===== config.mk =====
export PLATFORM = sky130hd
export DESIGN_NAME = escape_sequence_expander_core
export DESIGN_NICKNAME = d
export VERILOG_FILES = /design/src/rtl/esx_pkg.sv /design/src/rtl/esx_parser.sv /design/src/rtl/esx_out_queue.sv /design/src/rtl/escape_sequence_expander_core.sv
export VERILOG_INCLUDE_DIRS = /design/src /design/src/rtl
export SDC_FILE = /design/constraint.sdc
export NUM_CORES = 1
export LEC_CHECK = 0
export BUFFER_PORTS_ARGS = -buffer_cell sky130_fd_sc_hd__buf_2
export CORE_ASPECT_RATIO = 1.5
export CORE_MARGIN = 1
export CORE_UTILIZATION = 31
export CTS_BUF_LIST = sky130_fd_sc_hd__clkbuf_4 sky130_fd_sc_hd__clkbuf_8 sky130_fd_sc_hd__clkbuf_16
export CTS_CLUSTER_SIZE = 20
export DETAILED_ROUTE_END_ITERATION = 10
export PLACE_DENSITY = 0.43
export SLEW_MARGIN = 0
export SYNTH_ARGS = -nofsm -noshare
export SYNTH_HDL_FRONTEND = slang
export SYNTH_SLANG_ARGS = --single-unit

===== constraint.sdc =====
create_clock -name clk -period 7.44 [get_ports clk]
set_clock_uncertainty 0.1 [all_clocks]
set_input_delay 0.372 -clock clk [delete_from_list [all_inputs] [get_ports clk]]
set_output_delay 0.372 -clock clk [all_outputs]
set_load 0.01 [all_outputs]

===== src/rtl/escape_sequence_expander_core_defines.svh =====
// ----------------------------------------------------------------------------
// escape sequence expander assertion macros
// shared helpers for the concurrent checks in the rtl
// ----------------------------------------------------------------------------
`ifndef ESCAPE_SEQUENCE_EXPANDER_CORE_DEFINES_SVH
`define ESCAPE_SEQUENCE_EXPANDER_CORE_DEFINES_SVH

// check sampled on the rising edge, masked while reset is asserted
`define ESX_ASSERT(label, clk_s, rst_s, prop, msg) \
    label: assert property (@(posedge clk_s) disable iff (!rst_s) prop) else $error(msg);

// check sampled on the rising edge, also active during reset
`define ESX_ASSERT_ALWAYS(label, clk_s, prop, msg) \
    label: assert property (@(posedge clk_s) prop) else $error(msg);

`endif


===== src/rtl/esx_pkg.sv =====
// ----------------------------------------------------------------------------
// esx_pkg
// types and constants shared by the escape sequence expander modules
// ----------------------------------------------------------------------------
`default_nettype none

package esx_pkg;

    // parser modes
    localparam logic [2:0] MODE_IDLE = 3'd0;
    localparam logic [2:0] MODE_ESC  = 3'd1;
    localparam logic [2:0] MODE_HEX1 = 3'd2;
    localparam logic [2:0] MODE_HEX2 = 3'd3;
    localparam logic [2:0] MODE_OCT1 = 3'd4;
    localparam logic [2:0] MODE_OCT2 = 3'd5;
    localparam logic [2:0] MODE_DROP = 3'd6;

    // error codes
    localparam logic [2:0] ERR_NONE    = 3'd0;
    localparam logic [2:0] ERR_LONE_BS = 3'd1;
    localparam logic [2:0] ERR_X_END   = 3'd2;
    localparam logic [2:0] ERR_BAD_HEX = 3'd3;
    localparam logic [2:0] ERR_OCT_OVF = 3'd4;
    localparam logic [2:0] ERR_UNKNOWN = 3'd5;

    // characters of interest
    localparam logic [7:0] CH_BACKSLASH = 8'h5c;
    localparam logic [7:0] CH_X         = 8'h78;
    localparam logic [7:0] CH_ZERO      = 8'h30;
    localparam logic [7:0] CH_SEVEN     = 8'h37;
    localparam logic [7:0] BYTE_MAX     = 8'hff;

    typedef struct packed {
        logic [7:0] out_byte;
        logic [2:0] error_code;
        logic       string_done;
    } result_t;

    // up to two results caused by one character
    typedef struct packed {
        logic [1:0] cnt;
        result_t    r0;
        result_t    r1;
    } parse_out_t;

endpackage

`default_nettype wire


===== src/rtl/esx_parser.sv =====
// ----------------------------------------------------------------------------
// esx_parser
// escape parser state and the per-character decode into zero to two results
// ----------------------------------------------------------------------------
`default_nettype none

`include "escape_sequence_expander_core_defines.svh"

module esx_parser
(
    input  wire logic                clk,
    input  wire logic                rst_n,
    input  wire logic                accept,
    input  wire logic [7:0]          char_in,
    input  wire logic                last_char,
    output esx_pkg::parse_out_t      po
);
    import esx_pkg::*;

    logic [2:0] mode_reg;
    logic [2:0] mode_next;
    logic [8:0] pv_reg;
    logic [8:0] pv_next;

    logic       hex_ok;
    logic [3:0] hex_d;
    logic       oct_ok;
    logic [2:0] oct_d;
    logic       named_ok;
    logic [7:0] named_v;
    logic [8:0] oct_v;

    // what a character does when seen outside any escape
    logic       idle_cnt;
    result_t    idle_res;
    logic [2:0] idle_mode;

    parse_out_t res;

    always_comb
    begin
        hex_ok = 1'b1;
        hex_d  = 4'd0;
        if (char_in inside {[8'h30:8'h39]})
            hex_d = 4'(char_in - 8'h30);
        else if (char_in inside {[8'h61:8'h66]})
            hex_d = 4'(char_in - 8'h57);
        else if (char_in inside {[8'h41:8'h46]})
            hex_d = 4'(char_in - 8'h37);
        else
            hex_ok = 1'b0;
    end

    assign oct_ok = (char_in >= CH_ZERO) && (char_in <= CH_SEVEN);
    assign oct_d  = char_in[2:0];
    assign oct_v  = {pv_reg[5:0], oct_d};

    always_comb
    begin
        named_ok = 1'b1;
        case (char_in)
            8'h61:   named_v = 8'h07;
            8'h62:   named_v = 8'h08;
            8'h66:   named_v = 8'h0c;
            8'h6e:   named_v = 8'h0a;
            8'h72:   named_v = 8'h0d;
            8'h74:   named_v = 8'h09;
            8'h76:   named_v = 8'h0b;
            8'h5c:   named_v = 8'h5c;
            8'h3f:   named_v = 8'h3f;
            8'h27:   named_v = 8'h27;
            8'h22:   named_v = 8'h22;
            default:
            begin
                named_ok = 1'b0;
                named_v  = 8'h00;
            end
        endcase
    end

    always_comb
    begin
        if (char_in != CH_BACKSLASH)
        begin
            idle_cnt  = 1'b1;
            idle_res  = '{out_byte: char_in, error_code: ERR_NONE, string_done: last_char};
            idle_mode = MODE_IDLE;
        end
        else if (last_char)
        begin
            idle_cnt  = 1'b1;
            idle_res  = '{out_byte: 8'h00, error_code: ERR_LONE_BS, string_done: 1'b1};
            idle_mode = MODE_IDLE;
        end
        else
        begin
            idle_cnt  = 1'b0;
            idle_res  = '{out_byte: 8'h00, error_code: ERR_NONE, string_done: 1'b0};
            idle_mode = MODE_ESC;
        end
    end

    always_comb
    begin
        res       = '0;
        mode_next = MODE_IDLE;
        pv_next   = '0;
        case (mode_reg)
            MODE_ESC:
            begin
                if (char_in == CH_X)
                begin
                    if (last_char)
                    begin
                        res.cnt = 2'd1;
                        res.r0  = '{out_byte: 8'h00, error_code: ERR_X_END, string_done: 1'b1};
                    end
                    else
                        mode_next = MODE_HEX1;
                end
                else if (oct_ok)
                begin
                    if (last_char)
                    begin
                        res.cnt = 2'd1;
                        res.r0  = '{out_byte: {5'd0, oct_d}, error_code: ERR_NONE,
                                    string_done: 1'b1};
                    end
                    else
                    begin
                        mode_next = MODE_OCT1;
                        pv_next   = {6'd0, oct_d};
                    end
                end
                else if (named_ok)
                begin
                    res.cnt = 2'd1;
                    res.r0  = '{out_byte: named_v, error_code: ERR_NONE,
                                string_done: last_char};
                end
                else
                begin
                    res.cnt   = 2'd1;
                    res.r0    = '{out_byte: 8'h00, error_code: ERR_UNKNOWN, string_done: 1'b1};
                    mode_next = last_char ? MODE_IDLE : MODE_DROP;
                end
            end
            MODE_HEX1:
            begin
                if (!hex_ok)
                begin
                    res.cnt   = 2'd1;
                    res.r0    = '{out_byte: 8'h00, error_code: ERR_BAD_HEX, string_done: 1'b1};
                    mode_next = last_char ? MODE_IDLE : MODE_DROP;
                end
                else if (last_char)
                begin
                    res.cnt = 2'd1;
                    res.r0  = '{out_byte: {4'd0, hex_d}, error_code: ERR_NONE,
                                string_done: 1'b1};
                end
                else
                begin
                    mode_next = MODE_HEX2;
                    pv_next   = {5'd0, hex_d};
                end
            end
            MODE_HEX2:
            begin
                if (hex_ok)
                begin
                    res.cnt = 2'd1;
                    res.r0  = '{out_byte: {pv_reg[3:0], hex_d}, error_code: ERR_NONE,
                                string_done: last_char};
                end
                else
                begin
                    // flush the pending digit, then treat the character fresh
                    res.cnt   = {1'b0, idle_cnt} + 2'd1;
                    res.r0    = '{out_byte: pv_reg[7:0], error_code: ERR_NONE,
                                  string_done: 1'b0};
                    res.r1    = idle_res;
                    mode_next = idle_mode;
                end
            end
            MODE_OCT1, MODE_OCT2:
            begin
                if (!oct_ok)
                begin
                    res.cnt   = {1'b0, idle_cnt} + 2'd1;
                    res.r0    = '{out_byte: pv_reg[7:0], error_code: ERR_NONE,
                                  string_done: 1'b0};
                    res.r1    = idle_res;
                    mode_next = idle_mode;
                end
                else if (mode_reg == MODE_OCT2)
                begin
                    res.cnt = 2'd1;
                    if (oct_v > {1'b0, BYTE_MAX})
                    begin
                        res.r0    = '{out_byte: 8'h00, error_code: ERR_OCT_OVF,
                                      string_done: 1'b1};
                        mode_next = last_char ? MODE_IDLE : MODE_DROP;
                    end
                    else
                        res.r0 = '{out_byte: oct_v[7:0], error_code: ERR_NONE,
                                   string_done: last_char};
                end
                else if (last_char)
                begin
                    res.cnt = 2'd1;
                    res.r0  = '{out_byte: oct_v[7:0], error_code: ERR_NONE,
                                string_done: 1'b1};
                end
                else
                begin
                    mode_next = MODE_OCT2;
                    pv_next   = oct_v;
                end
            end
            MODE_DROP:
            begin
                mode_next = last_char ? MODE_IDLE : MODE_DROP;
            end
            default:
            begin
                res.cnt   = {1'b0, idle_cnt};
                res.r0    = idle_res;
                mode_next = idle_mode;
            end
        endcase
    end

    always_ff @(posedge clk or negedge rst_n)
    begin
        if (!rst_n)
        begin
            mode_reg <= MODE_IDLE;
            pv_reg   <= '0;
        end
        else if (accept)
        begin
            mode_reg <= mode_next;
            pv_reg   <= pv_next;
        end
    end

    always_comb
    begin
        po     = res;
        po.cnt = accept ? res.cnt : 2'd0;
    end

    `ESX_ASSERT(a_drop_silent, clk, rst_n,
        (accept && mode_reg == MODE_DROP) |-> (po.cnt == 2'd0),
        "dropped character produced a result")
    `ESX_ASSERT(a_drop_ends, clk, rst_n,
        (accept && mode_reg == MODE_DROP && last_char) |=> (mode_reg == MODE_IDLE),
        "drop mode did not end on last character")
    `ESX_ASSERT(a_err_alone, clk, rst_n,
        (po.cnt != 2'd0 && po.r0.error_code != ERR_NONE)
            |-> (po.cnt == 2'd1 && po.r0.string_done && po.r0.out_byte == 8'h00),
        "error result not alone or not ending the string")
    // state is cleared asynchronously while reset is low
    `ESX_ASSERT_ALWAYS(a_rst_idle, clk,
        !rst_n |=> (mode_reg == MODE_IDLE && pv_reg == 9'd0),
        "parser state not cleared in reset")

endmodule

`default_nettype wire


===== src/rtl/esx_out_queue.sv =====
// ----------------------------------------------------------------------------
// esx_out_queue
// three-entry result queue, takes up to two results per cycle, gives one
// ----------------------------------------------------------------------------
`default_nettype none

module esx_out_queue
(
    input  wire logic                clk,
    input  wire logic                rst_n,
    input  wire esx_pkg::parse_out_t push,
    input  wire logic                pop,
    output esx_pkg::result_t         head,
    output logic                     not_empty,
    output logic                     room
);
    import esx_pkg::*;

    result_t    mem [3];
    logic [1:0] wr_reg;
    logic [1:0] wr_next;
    logic [1:0] rd_reg;
    logic [1:0] rd_next;
    logic [1:0] count_reg;
    logic [1:0] count_next;
    logic [1:0] wr_plus1;

    function automatic logic [1:0] inc3(input logic [1:0] p);
        return (p == 2'd2) ? 2'd0 : p + 2'd1;
    endfunction

    assign wr_plus1 = inc3(wr_reg);

    always_comb
    begin
        wr_next    = (push.cnt == 2'd2) ? inc3(wr_plus1) :
                     (push.cnt == 2'd1) ? wr_plus1 : wr_reg;
        rd_next    = pop ? inc3(rd_reg) : rd_reg;
        count_next = 2'(3'({1'b0, count_reg}) + 3'({1'b0, push.cnt}) - 3'({2'b0, pop}));
    end

    always_ff @(posedge clk)
    begin
        if (push.cnt != 2'd0)
            mem[wr_reg] <= push.r0;
        if (push.cnt == 2'd2)
            mem[wr_plus1] <= push.r1;
    end

    always_ff @(posedge clk or negedge rst_n)
    begin
        if (!rst_n)
        begin
            wr_reg    <= '0;
            rd_reg    <= '0;
            count_reg <= '0;
        end
        else
        begin
            wr_reg    <= wr_next;
            rd_reg    <= rd_next;
            count_reg <= count_next;
        end
    end

    assign head      = mem[rd_reg];
    assign not_empty = (count_reg != 2'd0);
    // room for a worst-case pair of results
    assign room      = (count_reg <= 2'd1);

endmodule

`default_nettype wire


===== src/rtl/escape_sequence_expander_core.sv =====
// ----------------------------------------------------------------------------
// escape_sequence_expander_core
// expands c-style escape sequences in a character stream
// ----------------------------------------------------------------------------
//  channel   dir  tdata           tuser         tlast
//  s_*       in   char_in[7:0]    -             last_char
//  m_*       out  out_byte[7:0]   error_code    string_done
//
//  one character per cycle while s_tready is high; results are registered
//  in the result queue; a character that yields two results (short hex or
//  octal run) drops s_tready while the three-entry result queue drains
//  s_tready depends only on the queue fill, never on m_tready
//  asynchronous reset returns the parser to idle and empties the queue
// ----------------------------------------------------------------------------
`default_nettype none

module escape_sequence_expander_core
(
    input  wire logic        clk,
    input  wire logic        rst_n,
    input  wire logic        s_tvalid,
    output logic             s_tready,
    input  wire logic [7:0]  s_tdata,   // [7:0] char_in
    input  wire logic        s_tlast,
    output logic             m_tvalid,
    input  wire logic        m_tready,
    output logic [7:0]       m_tdata,   // [7:0] out_byte
    output logic [2:0]       m_tuser,   // [2:0] error_code
    output logic             m_tlast
);
    import esx_pkg::*;

    logic       accept;
    logic       pop;
    parse_out_t po;
    result_t    head;
    logic       room;

    assign accept = s_tvalid && s_tready;
    assign pop    = m_tvalid && m_tready;

    esx_parser u_parser
    (
        .clk       (clk),
        .rst_n     (rst_n),
        .accept    (accept),
        .char_in   (s_tdata),
        .last_char (s_tlast),
        .po        (po)
    );

    esx_out_queue u_queue
    (
        .clk       (clk),
        .rst_n     (rst_n),
        .push      (po),
        .pop       (pop),
        .head      (head),
        .not_empty (m_tvalid),
        .room      (room)
    );

    assign s_tready = room;
    assign m_tdata  = head.out_byte;
    assign m_tuser  = head.error_code;
    assign m_tlast  = head.string_done;

endmodule

`default_nettype wire

==> flow_metrics.env <==
export IMPL_nets=497
export IMPL_antenna_found_initial=0
export IMPL_final_cell_area_um2=4424
export IMPL_multi_input_area_um2=2417
export IMPL_rsz0062_at_grt="false"
export IMPL_cts_root_buf="clkbuf_16"
export IMPL_rrSetupSlack_ns=3.47
export IMPL_powerDensity_nw_per_um2=290.1
export IMPL_hold_viol=0
export IMPL_endpoint_kind="flip-flop"
export IMPL_cap_violations=0
export IMPL_peakVddDrop_mv=0.1041
export IMPL_whs_endpoint="u_queue.count_reg[1]"
export IMPL_holdWs_ns=0.3175
export IMPL_power_frac_comb=0.442
export IMPL_slew_viol_final=0
export IMPL_p_int_uw=722.0
export IMPL_placed_cell_area_um2=4260
export IMPL_final_antenna_net_count=0
export IMPL_syn_area_per_cell_um2=8.582
export IMPL_synthCells=474
export IMPL_p_sw_frac=0.4374
export IMPL_fin_crit_sh=0.5478
export IMPL_ys_ff_latch=53
export IMPL_syn_area_um2=4068
export IMPL_wire_per_inst_um=20.72
export IMPL_syn_nets=495
export IMPL_maxSlewHeadroom=0.3903
export IMPL_ys_warn_count=0
export IMPL_finalWirelength_mm=13.11
export IMPL_drt_first_pass_iters=5
export IMPL_core_um2=12640
export IMPL_cts_tree="built"
export IMPL_min_period_ns=4.076
export IMPL_syn2layout_area_growth_pct=8.766
export IMPL_async_reset_ff_frac=0.3208
export IMPL_final_util=0.3501
export IMPL_p_leak_nw=1.589
export IMPL_fin_tns_setup_ns=0
export IMPL_nFillCells=1350
export IMPL_max_clock_freq_mhz=245.4
export IMPL_reg2reg_depth=11
export IMPL_dominantRegCellSynth="edfxtp_1"
export IMPL_drive_gt1_frac=0.1321
export IMPL_gr_usage_all_layers=0.1992
export IMPL_drc=0
export IMPL_row_count=50
export IMPL_status="complete, no violations"
export IMPL_cts_path_max_buffers=2
export IMPL_holdCritPathClass="input port to flip-flop"
export IMPL_die_area_um2=13590
export IMPL_grt_overflow_total=0
export IMPL_clkPwrFrac=0.190
export IMPL_tightestPinTransition_ns=0.9076
export IMPL_cts_sinks=53
export IMPL_htreeDepth=2
export IMPL_crit_arrival_ns=4.08
export IMPL_synth_distinct_cells=75
export IMPL_net_switching_power_uw=561.3
export IMPL_largest_reg_flops=36
export IMPL_synth_edf_count=30
export IMPL_vias=3753
export IMPL_p_seq_frac=0.368
export IMPL_hpwl_mm=10.17
export IMPL_routabilityCongestion=0.8503
export IMPL_ys_seq_area_frac=0.3556
export IMPL_cts_buffers=5
export IMPL_grt_max_degree=27
export IMPL_diodes=0
export IMPL_crit_fanout=12
export IMPL_die_h_um=142.3
export IMPL_via_per_inst=5.929
export IMPL_r2r_start="u_parser.mode_reg[1]"
export IMPL_setup_viol=0
export IMPL_clk_pin_slew_ns=0.08
export IMPL_grt_pass1_vias=3603
export IMPL_cts_setup_buffers=0
export IMPL_pin_count=27
export IMPL_path_class="input port to flip-flop"
export IMPL_grt_pass1_wl_mm=20.21
export IMPL_numPortBuffers=26
export IMPL_power_mw=1.283
export IMPL_cp_start_kind="input port"
export IMPL_start_util=0.3219
export IMPL_min_from="s_tvalid"
export IMPL_drt_iter0_drc=224
export IMPL_die_x_um=95.53
export IMPL_clock_latency_ns=0.30
export IMPL_regArea_um2=1446
export IMPL_r2r_end="u_queue.mem[1][6]"
export IMPL_required_ns=7.45
export IMPL_min_path_cells=3
[metal layers]
metal | track usage | wire length [um]
met1 | 0.2240 | 5241
met2 | 0.3699 | 7008
met3 | 0.01923 | 422
met4 | 0.08798 | 441
met5 | 0 | 0
[cells in the mapped netlist (5+ instances only)]
library cell / n / area, um2
nand2_1: 73 / 274.0
o21ai_0: 37 / 185.2
edfxtp_1: 30 / 900.9
nor2_1: 29 / 108.9
clkbuf_1: 25 / 93.84
dfrtp_1: 17 / 425.4
mux2i_1: 14 / 140.1
nand3_1: 14 / 70.07
nor3_1: 14 / 70.07
a21oi_1: 11 / 55.05
inv_1: 11 / 41.29
o22ai_1: 11 / 68.82
a22o_1: 9 / 78.83
a31oi_1: 9 / 56.30
ha_1: 8 / 100.1
buf_2: 7 / 35.03
o21ai_1: 7 / 35.03
or3_1: 7 / 43.79
dfxtp_1: 6 / 120.1
nand2b_1: 6 / 37.54
a211oi_2: 5 / 62.56
a32o_1: 5 / 50.05
and3_1: 5 / 31.28
nand3b_1: 5 / 37.54
nor2b_1: 5 / 31.28
nor4_1: 5 / 31.28
o31ai_1: 5 / 37.54
o41ai_1: 5 / 43.79
[cell type report]
| type | count | area share |
|---|---|---|
| clock buffer | 5 | 0.02828 |
| sequential | 53 | 0.3269 |
| tap | 156 | 0.04412 |
| inverter | 13 | 0.01103 |
| clock inverter | 3 | 0.006505 |
| timing repair buffer | 30 | 0.03676 |
| multi-input combinational | 373 | 0.5464 |
[worst max path at each step]
stage / startpoint / end / slack, ns / cells after the start
4_1_cts: s_tdata[0] / u_queue.mem[1][6] / 3.40 / 14
6_report: s_tdata[0] / u_queue.mem[1][6] / 3.36 / 14
5_1_grt: s_tdata[1] / u_queue.mem[1][6] / 3.09 / 14
3_5_place_dp: s_tdata[0] / u_queue.mem[1][6] / 3.09 / 14
2_1_floorplan: s_tdata[0] / u_queue.mem[0][6] / 3.59 / 15
3_3_place_gp: s_tdata[0] / u_queue.mem[0][6] / 3.16 / 14
[timing repair]
action,in CTS,in global routing
gates resized for setup,0,0
endpoints found under the setup margin,0,0
endpoints found under the hold margin,17,0
hold buffers,1,0
[placed cells by master (no fill, tap or decap), drive strengths merged, types with 4 or more instances in the layout]
cell     count
nand2       75
o21ai       44
edfxtp      30
nor2        29
buf         29
dfrtp       17
nor3        14
nand3       14
mux2i       14
inv         14
a21oi       12
o22ai       11
a22o         9
a31oi        9
a211oi       9
ha           8
or3          7
nand2b       6
dfxtp        6
nor4         6
nor2b        5
nand3b       5
and3         5
o31ai        5
a32o         5
o41ai        5
clkbuf       5
a221oi       5
nor3b        4
o2bb2ai      4
o31a         4
a32oi        4
nand4        4
o32ai        4
o211ai       4
[power groups by stage]
stage	sequential (mW)	combinational [mW]	clock, mW
floorplan	0.413	0.455	0
global placement	0.481	0.564	0
detailed placement	0.481	0.567	0
CTS	0.475	0.568	0.250
global route	0.486	0.631	0.259
finish	0.472	0.567	0.244
[critical path, cell delays in order]
cell and delay (ns):
buf_2 0.22, inv_1 0.09, ha_1 0.31, nand3b_1 0.23, a22o_1 0.29, a211oi_2 0.46
nor2_1 0.20, or3_1 0.39, inv_2 0.06, ha_1 0.22, nand2_1 0.23, a211oi_2 0.56
nor3_1 0.13, nor4_1 0.30
[logic make-up (layout without fill, tap and decap cells)]
| logic type | Yosys count | after routing | share of synthesized area |
|---|---|---|---|
| buffers and inverters | 48 | 51 | 0.05013 |
| AND/OR/NAND/NOR | 190 | 190 | 0.2415 |
| multiplexers | 16 | 16 | 0.03999 |
| adder cells (fa/ha/maj) | 8 | 8 | 0.02461 |
| AO/OA/AOI/OAI | 154 | 154 | 0.2774 |
| flip-flops | 53 | 53 | 0.3556 |
| XOR/XNOR | 5 | 5 | 0.01077 |
[metrics by stage]
stage                     instances  setup WS, ns
after global routing            633         3.092
after floorplan                 474         3.591
final                           633         3.364
after CTS                       633         3.397
after global placement          624         3.158
after detailed placement        624         3.094
(Power assumes the default switching activity.)
